**config.mk**
```make
export PLATFORM = sky130hd
export DESIGN_NAME = sync_crc8_frame_deframer_unit
export DESIGN_NICKNAME = d
export VERILOG_FILES = /design/src/scfd_pkg.sv /design/src/sync_crc8_frame_deframer_unit.sv
export SDC_FILE = /design/constraint.sdc
export NUM_CORES = 1
export LEC_CHECK = 0
export BUFFER_PORTS_ARGS = -buffer_cell sky130_fd_sc_hd__buf_4
export CAP_MARGIN = 10
export CORE_MARGIN = 5
export CORE_UTILIZATION = 32
export DETAILED_ROUTE_END_ITERATION = 12
export PLACE_DENSITY = 0.54
export SYNTH_ARGS = -nofsm -noshare
export SYNTH_HDL_FRONTEND = slang
export SYNTH_SLANG_ARGS = --single-unit
```
**constraint.sdc**
```tcl
create_clock -name clk -period 9.5 [get_ports clk]
set_clock_uncertainty 0.05 [all_clocks]
set_input_delay 0.475 -clock clk [delete_from_list [all_inputs] [get_ports clk]]
set_output_delay 0.475 -clock clk [all_outputs]
set_load 0.05 [all_outputs]
```
**src/scfd_pkg.sv**
```systemverilog
package scfd_pkg;

    // Frame layout.
    localparam int unsigned PAYLOAD_BYTES = 12;
    localparam int unsigned WORD_COUNT    = 3;
    localparam logic [7:0]  CRC_POLY      = 8'h07;

    // Register reset values and the age ceiling.
    localparam logic [7:0]  RESET_SYNC_FIRST  = 8'hA5;
    localparam logic [7:0]  RESET_SYNC_SECOND = 8'h5A;
    localparam logic [15:0] RESET_TIMEOUT     = 16'd1000;
    localparam logic [15:0] AGE_MAX           = 16'hFFFF;

    // Configuration register indexes.
    localparam logic [1:0] REG_SYNC_FIRST  = 2'd0;
    localparam logic [1:0] REG_SYNC_SECOND = 2'd1;
    localparam logic [1:0] REG_TIMEOUT     = 2'd2;

    // Request type codes.
    localparam logic REQ_BYTE = 1'b0;
    localparam logic REQ_TICK = 1'b1;

    // Deframer phase.
    typedef enum logic [1:0] {
        PH_HUNT    = 2'd0,
        PH_WAIT    = 2'd1,
        PH_COLLECT = 2'd2
    } phase_t;

    // One byte through the CRC-8 register, MSB first.
    function automatic logic [7:0] crc8_byte(input logic [7:0] crc, input logic [7:0] data);
        logic [7:0] c;
        c = crc ^ data;
        for (int k = 0; k < 8; k++)
        begin
            if (c[7])
            begin
                c = {c[6:0], 1'b0} ^ CRC_POLY;
            end
            else
            begin
                c = {c[6:0], 1'b0};
            end
        end
        return c;
    endfunction

endpackage

```
**src/sync_crc8_frame_deframer_unit.sv**
```systemverilog
// Sync-word deframer with CRC-8 check and a freshness timeout. Each request is
// either one received byte or one millisecond tick, and each request gives
// exactly one result carrying the frame flags, the valid flag and the last good
// payload words. The block takes one request per cycle while the output is not
// stalled; a request lands in an input register, the deframer logic and CRC
// update work on it from there, and the result is registered in the output
// register. Requests keep flowing as long as the output side takes results; a
// stalled output holds the pipeline. Configuration is written through the APB
// port at byte addresses 0 (first sync byte), 4 (second sync byte) and 8
// (timeout in ticks) and should only be changed while no request is in flight.
module sync_crc8_frame_deframer_unit
    import scfd_pkg::*;
(
    input  logic        clk,
    input  logic        rst_n,
    // Request channel.
    input  logic        in_valid,
    output logic        in_stall,
    input  logic        req_type,
    input  logic [7:0]  rx_byte,
    // Result channel.
    output logic        out_valid,
    input  logic        out_stall,
    output logic        frame_ok,
    output logic        crc_error,
    output logic        data_valid,
    output logic [31:0] vel_x_bits,
    output logic [31:0] vel_y_bits,
    output logic [31:0] yaw_rate_bits,
    // Configuration port.
    input  logic        psel,
    input  logic        penable,
    input  logic        pwrite,
    input  logic [3:0]  paddr,
    input  logic [31:0] pwdata,
    output logic [31:0] prdata,
    output logic        pready
);

    // Configuration registers.
    logic [7:0]  sync_first_reg;
    logic [7:0]  sync_second_reg;
    logic [15:0] timeout_reg;
    logic [1:0]  reg_index;
    logic        cfg_write;

    // Input stage.
    logic        in_valid_reg;
    logic        req_type_reg;
    logic [7:0]  rx_byte_reg;

    // Deframer state.
    phase_t      phase_reg, phase_next;
    logic [3:0]  count_reg, count_next;
    logic [7:0]  crc_reg, crc_next;
    logic [31:0] payload_reg [WORD_COUNT];
    logic        payload_we;
    logic [1:0]  payload_word;
    logic [1:0]  payload_lane;
    logic [31:0] latched_reg [WORD_COUNT];
    logic        latch_en;
    logic        valid_reg, valid_next;
    logic [15:0] age_reg, age_next;
    logic        ok_next, err_next;

    // Output stage.
    logic        out_valid_reg;
    logic        ok_reg, err_reg, dvalid_reg;

    logic        advance;
    logic        fire;

    // Pipeline control: the compute stage moves when the output slot is free or its result is being taken.
    assign advance  = !out_valid_reg || !out_stall;
    assign fire     = in_valid_reg && advance;
    assign in_stall = in_valid_reg && !advance;

    // Configuration port.
    assign pready    = 1'b1;
    assign reg_index = paddr[3:2];
    assign cfg_write = psel && penable && pwrite;

    always_ff @(posedge clk or negedge rst_n)
    begin
        if (!rst_n)
        begin
            sync_first_reg  <= RESET_SYNC_FIRST;
            sync_second_reg <= RESET_SYNC_SECOND;
            timeout_reg     <= RESET_TIMEOUT;
        end
        else if (cfg_write)
        begin
            case (reg_index)
                REG_SYNC_FIRST:  sync_first_reg  <= pwdata[7:0];
                REG_SYNC_SECOND: sync_second_reg <= pwdata[7:0];
                REG_TIMEOUT:     timeout_reg     <= pwdata[15:0];
                default:         ;
            endcase
        end
    end

    // Register read mux.
    always_comb
    begin
        case (reg_index)
            REG_SYNC_FIRST:  prdata = {24'd0, sync_first_reg};
            REG_SYNC_SECOND: prdata = {24'd0, sync_second_reg};
            REG_TIMEOUT:     prdata = {16'd0, timeout_reg};
            default:         prdata = 32'd0;
        endcase
    end

    // Input register.
    always_ff @(posedge clk or negedge rst_n)
    begin
        if (!rst_n)
        begin
            in_valid_reg <= 1'b0;
        end
        else if (!in_stall)
        begin
            in_valid_reg <= in_valid;
        end
    end

    always_ff @(posedge clk)
    begin
        if (in_valid && !in_stall)
        begin
            req_type_reg <= req_type;
            rx_byte_reg  <= rx_byte;
        end
    end

    // Deframer next-state logic for one request.
    always_comb
    begin
        phase_next   = phase_reg;
        count_next   = count_reg;
        crc_next     = crc_reg;
        age_next     = age_reg;
        valid_next   = valid_reg;
        ok_next      = 1'b0;
        err_next     = 1'b0;
        payload_we   = 1'b0;
        latch_en     = 1'b0;
        payload_word = count_reg[3:2];
        payload_lane = count_reg[1:0];

        if (req_type_reg == REQ_TICK)
        begin
            if (age_reg != AGE_MAX)
            begin
                age_next = age_reg + 16'd1;
            end
        end
        else
        begin
            case (phase_reg)
                PH_WAIT:
                begin
                    if (rx_byte_reg == sync_second_reg)
                    begin
                        phase_next = PH_COLLECT;
                        count_next = 4'd0;
                        crc_next   = crc8_byte(crc8_byte(8'd0, sync_first_reg),
                                               sync_second_reg);
                    end
                    else if (rx_byte_reg != sync_first_reg)
                    begin
                        phase_next = PH_HUNT;
                    end
                end
                PH_COLLECT:
                begin
                    if (count_reg < 4'(PAYLOAD_BYTES))
                    begin
                        payload_we = 1'b1;
                        crc_next   = crc8_byte(crc_reg, rx_byte_reg);
                        count_next = count_reg + 4'd1;
                    end
                    else
                    begin
                        if (rx_byte_reg == crc_reg)
                        begin
                            ok_next    = 1'b1;
                            latch_en   = 1'b1;
                            valid_next = 1'b1;
                            age_next   = 16'd0;
                        end
                        else
                        begin
                            err_next = 1'b1;
                        end
                        phase_next = PH_HUNT;
                        count_next = 4'd0;
                    end
                end
                default:
                begin
                    // Hunting, and the unused phase code behaves the same.
                    phase_next = (rx_byte_reg == sync_first_reg) ? PH_WAIT : PH_HUNT;
                end
            endcase
        end

        // Freshness timeout is checked on every request.
        if (valid_next && (age_next > timeout_reg))
        begin
            valid_next = 1'b0;
        end
    end

    // Control state.
    always_ff @(posedge clk or negedge rst_n)
    begin
        if (!rst_n)
        begin
            phase_reg <= PH_HUNT;
            count_reg <= 4'd0;
            crc_reg   <= 8'd0;
            valid_reg <= 1'b0;
            age_reg   <= 16'd0;
        end
        else if (fire)
        begin
            phase_reg <= phase_next;
            count_reg <= count_next;
            crc_reg   <= crc_next;
            valid_reg <= valid_next;
            age_reg   <= age_next;
        end
    end

    // Frame assembly: one byte lane of one word per payload byte.
    always_ff @(posedge clk)
    begin
        if (fire && payload_we)
        begin
            case (payload_lane)
                2'd0:    payload_reg[payload_word][7:0]   <= rx_byte_reg;
                2'd1:    payload_reg[payload_word][15:8]  <= rx_byte_reg;
                2'd2:    payload_reg[payload_word][23:16] <= rx_byte_reg;
                default: payload_reg[payload_word][31:24] <= rx_byte_reg;
            endcase
        end
    end

    // Last good frame.
    always_ff @(posedge clk or negedge rst_n)
    begin
        if (!rst_n)
        begin
            for (int i = 0; i < WORD_COUNT; i++)
            begin
                latched_reg[i] <= 32'd0;
            end
        end
        else if (fire && latch_en)
        begin
            for (int i = 0; i < WORD_COUNT; i++)
            begin
                latched_reg[i] <= payload_reg[i];
            end
        end
    end

    // Output register.
    always_ff @(posedge clk or negedge rst_n)
    begin
        if (!rst_n)
        begin
            out_valid_reg <= 1'b0;
        end
        else if (advance)
        begin
            out_valid_reg <= in_valid_reg;
        end
    end

    always_ff @(posedge clk)
    begin
        if (fire)
        begin
            ok_reg     <= ok_next;
            err_reg    <= err_next;
            dvalid_reg <= valid_next;
        end
    end

    assign out_valid     = out_valid_reg;
    assign frame_ok      = ok_reg;
    assign crc_error     = err_reg;
    assign data_valid    = dvalid_reg;
    assign vel_x_bits    = latched_reg[0];
    assign vel_y_bits    = latched_reg[1];
    assign yaw_rate_bits = latched_reg[2];

endmodule

```
* Yosys cells after proc, flatten, opt, wreduce, memory -nomap -nowiden
Memories as Yosys holds them, arrays and structs flattened. A register that Yosys moved wholly into a read port is not among the register bits.
Index checks and enable logic that the tools add are counted.
W data, S select, Z words.
** Word-level totals
- Flip-flop bits (word level) :: 77
- Bits in writable memories :: 96
- Input bits :: 52
- Logic and storage cells :: 222
- Memories kept :: 1
** Cells by class
- Add/sub/neg operators :: 2
- Magnitude comparators :: 2
- Equality and inequality tests :: 15
- Mux-type cells :: 132
- Bitwise gates (word level) :: 28
- Reduce and logical (&&, ||, !) cells :: 27
** Memories
- payload_reg :: depth 3, bits a word 32, rd ports 3, clocked after Yosys merged registers in 3, write ports 1, RTL line sync_crc8_frame_deframer_unit.sv:56 : logic [31:0] payload_reg [WORD_COUNT];
** Operator list (count)
- $mux W8 :: 68
- $mux W16 :: 5
- $mux W3 :: 24
- $not A3 Y3 :: 24
- $pmux W16 S3 :: 1
- $mux W1 :: 26
- $eq A8 B8 Y1 :: 3
- $add A16 B1 Y16 const B :: 1
- $gt A16 B16 Y1 :: 1
- $ne A16 B16 Y1 const B :: 1
- $pmux W8 S2 :: 1
- $xor A8 B8 Y8 :: 2
- $logic_and A1 B1 Y1 :: 8
- $mux W4 :: 2
- $ne A8 B8 Y1 :: 1
- $pmux W4 S2 :: 1
- $reduce_and A4 Y1 :: 2
- $logic_not A1 Y1 :: 7
- $eq A2 B1 Y1 const B :: 3
- $eq A2 B2 Y1 const B :: 3
- $mux W2 :: 3
- $ne A2 B2 Y1 const B :: 3
- $reduce_and A2 Y1 :: 3
- $reduce_or A3 Y1 :: 2
- other kinds (9) :: 11

* Longest topological paths before layout
- Word-level depth :: 80
- Depth in mapped cells :: 19
- Depth with buffers taken out :: 16

* Worst setup path before layout
No wires, ideal clock.
- Kind :: register to register
- Start point :: register rx_byte_reg[6]
- End point :: register dvalid_reg (netlist: data_valid) (data pin)
- Library setup time :: 0.256 ns
- Data arrival time :: 3.093 ns
- Slack :: 6.100 ns
- Stages on the path, launching flop included :: 19
- Buffers on the path :: 2
- Period minus slack after synthesis :: 3.400 ns
- Cells stage by stage :: edfxtp_1 > xnor2_1 > ha_1 > and3_1 > and3_4 > nand2b_2 > buf_6 > inv_1 > buf_4 > a21oi_1 > nand2_1 > o21ai_0 > ha_1 > nand2_1 > nor3_1 > nand4_1 > a21oi_1 > nor3_1 > o22a_1
** Between the ends
- Cells in the longest elaborated chain, start to end :: 8
- Elaborated cells on any way between the ends :: 12
- Those cells by class :: 1 x order compare; 1 x eq/ne; 9 x mux; 1 x reduce/logical
** Ends and longest elaborated chain
- from (decl) :: RTL line sync_crc8_frame_deframer_unit.sv:50 : logic [7:0] rx_byte_reg;
- from (signal assigned) :: RTL line sync_crc8_frame_deframer_unit.sv:131 : rx_byte_reg <= rx_byte;
- $eq A8 B8 Y1 :: RTL line sync_crc8_frame_deframer_unit.sv:184 : if (rx_byte_reg == crc_reg)
- $mux W16 :: RTL line sync_crc8_frame_deframer_unit.sv:184
- $mux W16 :: RTL line sync_crc8_frame_deframer_unit.sv:176 : if (count_reg < 4'(PAYLOAD_BYTES))
- $mux W16 :: RTL line sync_crc8_frame_deframer_unit.sv:159 : case (phase_reg)
- $mux W16 :: RTL line sync_crc8_frame_deframer_unit.sv:150 : if (req_type_reg == REQ_TICK)
- via age_next[10] :: RTL line sync_crc8_frame_deframer_unit.sv:63 : logic [15:0] age_reg, age_next;
- $gt A16 B16 Y1 :: RTL line sync_crc8_frame_deframer_unit.sv:208 : if (valid_next && (age_next > timeout_reg))
- $logic_and A1 B1 Y1 :: RTL line sync_crc8_frame_deframer_unit.sv:208
- $mux W1 :: RTL line sync_crc8_frame_deframer_unit.sv:208
- via valid_next :: RTL line sync_crc8_frame_deframer_unit.sv:62 : logic valid_reg, valid_next;
- to (signal assigned) :: RTL line sync_crc8_frame_deframer_unit.sv:287 : dvalid_reg <= valid_next;
- to (decl) :: RTL line sync_crc8_frame_deframer_unit.sv:68 : logic ok_reg, err_reg, dvalid_reg;
The timed path passes the listed nets, and every way through them passes these cells.
A chain may end at the register's enable or synchronous reset.

* Worst setup path in the final report
Same ends and word-level chain as after synthesis.

==> run_results.csv <==
group,metric,value,unit
pwr,powerDensity,212,mW/mm²
yosys,ys_seq_elements,269,
sta,fin_crit_sh,48.5,%
place,place_congestion,0.774,
clock_network,post_cts_resized,0,
sta,hold-worst-slack,-0.0451,ns
clock_network,numClockSinks,269,
sta,fmax,217,MHz
sta,hold_viol,19,
place,post-place-ws,4.82,ns
yosys,synth_top_area_share,31.3,%
clock_network,clkLatencyLatePin,0.54,ns
yosys,ys_warn_count,0,
sta,rsz0062_at_grt,"no",
detailed_routing,vias,7100,
detailed_routing,viasPerCell,4.70,
die,dieArea,0.0406,mm²
min_path,hold_path_class,"primary input to asynchronous set/reset pin",
detailed_routing,dr.pass1.iters,5,
sta,slew_headroom,34.8,%
yosys,synth_edf_count,108,
detailed_routing,wl_per_cell,18.2,µm
worst_setup_path,reg2reg_from,"rx_byte_reg[6]$_DFFE_PP_",
die,num_rows,70,
yosys,synth.distinct_cells,65,
final_layout,area_growth,21.4,%
die,die-height,202,µm
global_routing,globalRouteOverflowTotal,0,
worst_setup_path,arrival,4.84,ns
clock_network,cts_buffer_depth,3,
global_routing,grt_usage,13.2,%
worst_setup_path,reg2reg_to,"data_valid$_DFFE_PP_",
worst_setup_path,path_class,"register to register",
final_layout,layout.nets,1097,
place,dp.final_hpwl,18300,µm
pwr,total_power,3030,µW
yosys,synth_largest_area_cell,"dfrtp_1",
final_layout,largest_reg_flops,96,
worst_setup_path,critPathMaxFanout,15,
final_layout,num_antenna_cells,0,
pwr,ir_drop,0.000164,V
die,ios,186,
die,core_area,0.0364,mm²
sta,finalCriticalPeriod,4.61,ns
yosys,yosys-top-cells-area,"dfrtp_1, edfxtp_1, mux2_2",
clock_network,clk_pin_slew,0.06,ns
clock_network,post_cts_buffers,0,
global_routing,grt_pass1_wl,43200,µm
sta,final.setup.tns,0,ns
clock_network,cts_root_buf,"clkbuf_16",
yosys,synthArstFlopShare,59.9,%
clock_network,numCtsBuffers,30,
outcome,violations,"hold timing",
yosys,synth_area,0.0117,mm²
detailed_routing,drt-total-wl,27500,µm
worst_setup_path,reg2reg_slack,4.89,ns
flow_run,maxCapViolations,0,
global_routing,grt_max_degree,93,
final_layout,final_cell_mix,"buf_4, dfrtp_1, edfxtp_1, mux2_2, nand2_1",
final_layout,design_area,0.0143,mm²
outcome,run_status,"finished with violations",
detailed_routing,drt_iter0_drc,311,
die,initial_utilization,32.2,%
worst_setup_path,start_kind,"register",
sta,final_max_slew_viol_count,0,
clock_network,tritoncts,"done",
yosys,synth_top_flop_cell,"dfrtp_1",
worst_setup_path,cp.required,9.74,ns
clock_network,cts.htree.levels,1,
clock_network,ctsHoldBuffers,0,
die,die_w,202,µm
sta,worst_pin_slew,0.977,ns
yosys,syn_avg_cell_area,13.5,µm²
place,port_buffers,150,
final_layout,layout-drive-gt1-share,32.9,%
yosys,yosysSeqAreaShare,62.1,%
global_routing,antenna_found_initial,0,
yosys,syn-instance-count,867,
worst_setup_path,rr_worst_depth,16,
sta,layout_setup_ws,4.89,ns
worst_setup_path,critPathCaptureType,"register",
pwr,p_leak,0.00622,µW
place,dpl-instance-area,0.0132,mm²
detailed_routing,final_antenna_net_count,0,
sta,setup_viol,0,
final_layout,final_common_cell,"buf_4",
global_routing,grt_pass1_vias,7341,
detailed_routing,drc,0,
where the power goes:
part	switching (µW)	internal (µW)	total [µW]
registers	77.7	1270	1350
logic	279	220	499
clock network	461	717	1180
total	818	2210	3030
logic make-up (layout without fill, tap and decap cells):
group	after synthesis	in the layout	share of synthesized area, %
other	2	17	0.0639
DFF	269	269	62.1
adders and majority gates	26	26	2.77
AOI/OAI and AO/OA	119	119	6.24
muxes	123	123	11.9
and+or+nand+nor	178	178	7.78
xor gates and xnor gates	71	71	5.41
buffers and inverters	79	240	3.77
synthesized netlist by cell type (15+ instances only):
master and n:
a21oi_1 22, and2_1 23, buf_4 26, clkbuf_1 15, dfrtp_1 147, edfxtp_1 108
ha_1 26, inv_1 27, mux2_2 106, nand2_1 73, nand3_1 18, nor2_1 18
o21ai_0 55, xnor2_1 42, xor2_1 28
worst max-delay path, stage by stage, from the launching register on:
cell      delay (ns)
edfxtp_1        0.74
xnor2_1         0.60
ha_1            0.23
and3_1          0.17
and3_4          0.19
nand2b_2        0.20
inv_1           0.44
a21oi_1         0.10
nand2_1         0.09
o21ai_0         0.13
ha_1            0.31
nand2_1         0.06
nor3_1          0.33
nand4_1         0.20
a21oi_1         0.22
nor3_1          0.12
o22a_1          0.16
worst max-delay path by stage:
stage / startpoint / end / slack [ns]
finish: rx_byte_reg[6]$_DFFE_PP_ / data_valid$_DFFE_PP_ / 4.89
floorplan: rx_byte_reg[6]$_DFFE_PP_ / data_valid$_DFFE_PP_ / 6.10
global placement: rx_byte_reg[6]$_DFFE_PP_ / data_valid$_DFFE_PP_ / 4.92
CTS: rx_byte_reg[6]$_DFFE_PP_ / data_valid$_DFFE_PP_ / 4.81
global route: rx_byte_reg[6]$_DFFE_PP_ / data_valid$_DFFE_PP_ / 4.41
detailed placement: rx_byte_reg[6]$_DFFE_PP_ / data_valid$_DFFE_PP_ / 4.82
per-layer routing:
| layer | routed length (µm) | share of wire, % | GRT usage (%) |
|---|---|---|---|
| met1 | 13100 | 48 | 18.5 |
| met2 | 12400 | 45 | 21.3 |
| met3 | 1420 | 5.2 | 2.68 |
| met4 | 535 | 1.9 | 2.78 |
| met5 | 0 | 0 | 0 |
layout make-up:
class                   count  area, µm²
clock buffers              46        913
clock inverters            10        116
fillers                  3477      22200
inverters                  28        105
multi-input cells         534       4080
flip-flops and latches    269       7290
well taps                 468        586
repair buffers            156       1170
per-stage QoR:
stage / std cells / util, %
final: 1511 / 39.1
after global routing: 1511 / 39.1
after CTS: 1511 / 39.1
after detailed placement: 1455 / 36.3
after global placement: 1455 / 36.3
after floorplan: 882 / -
Power figures use the tool's default switching activity.
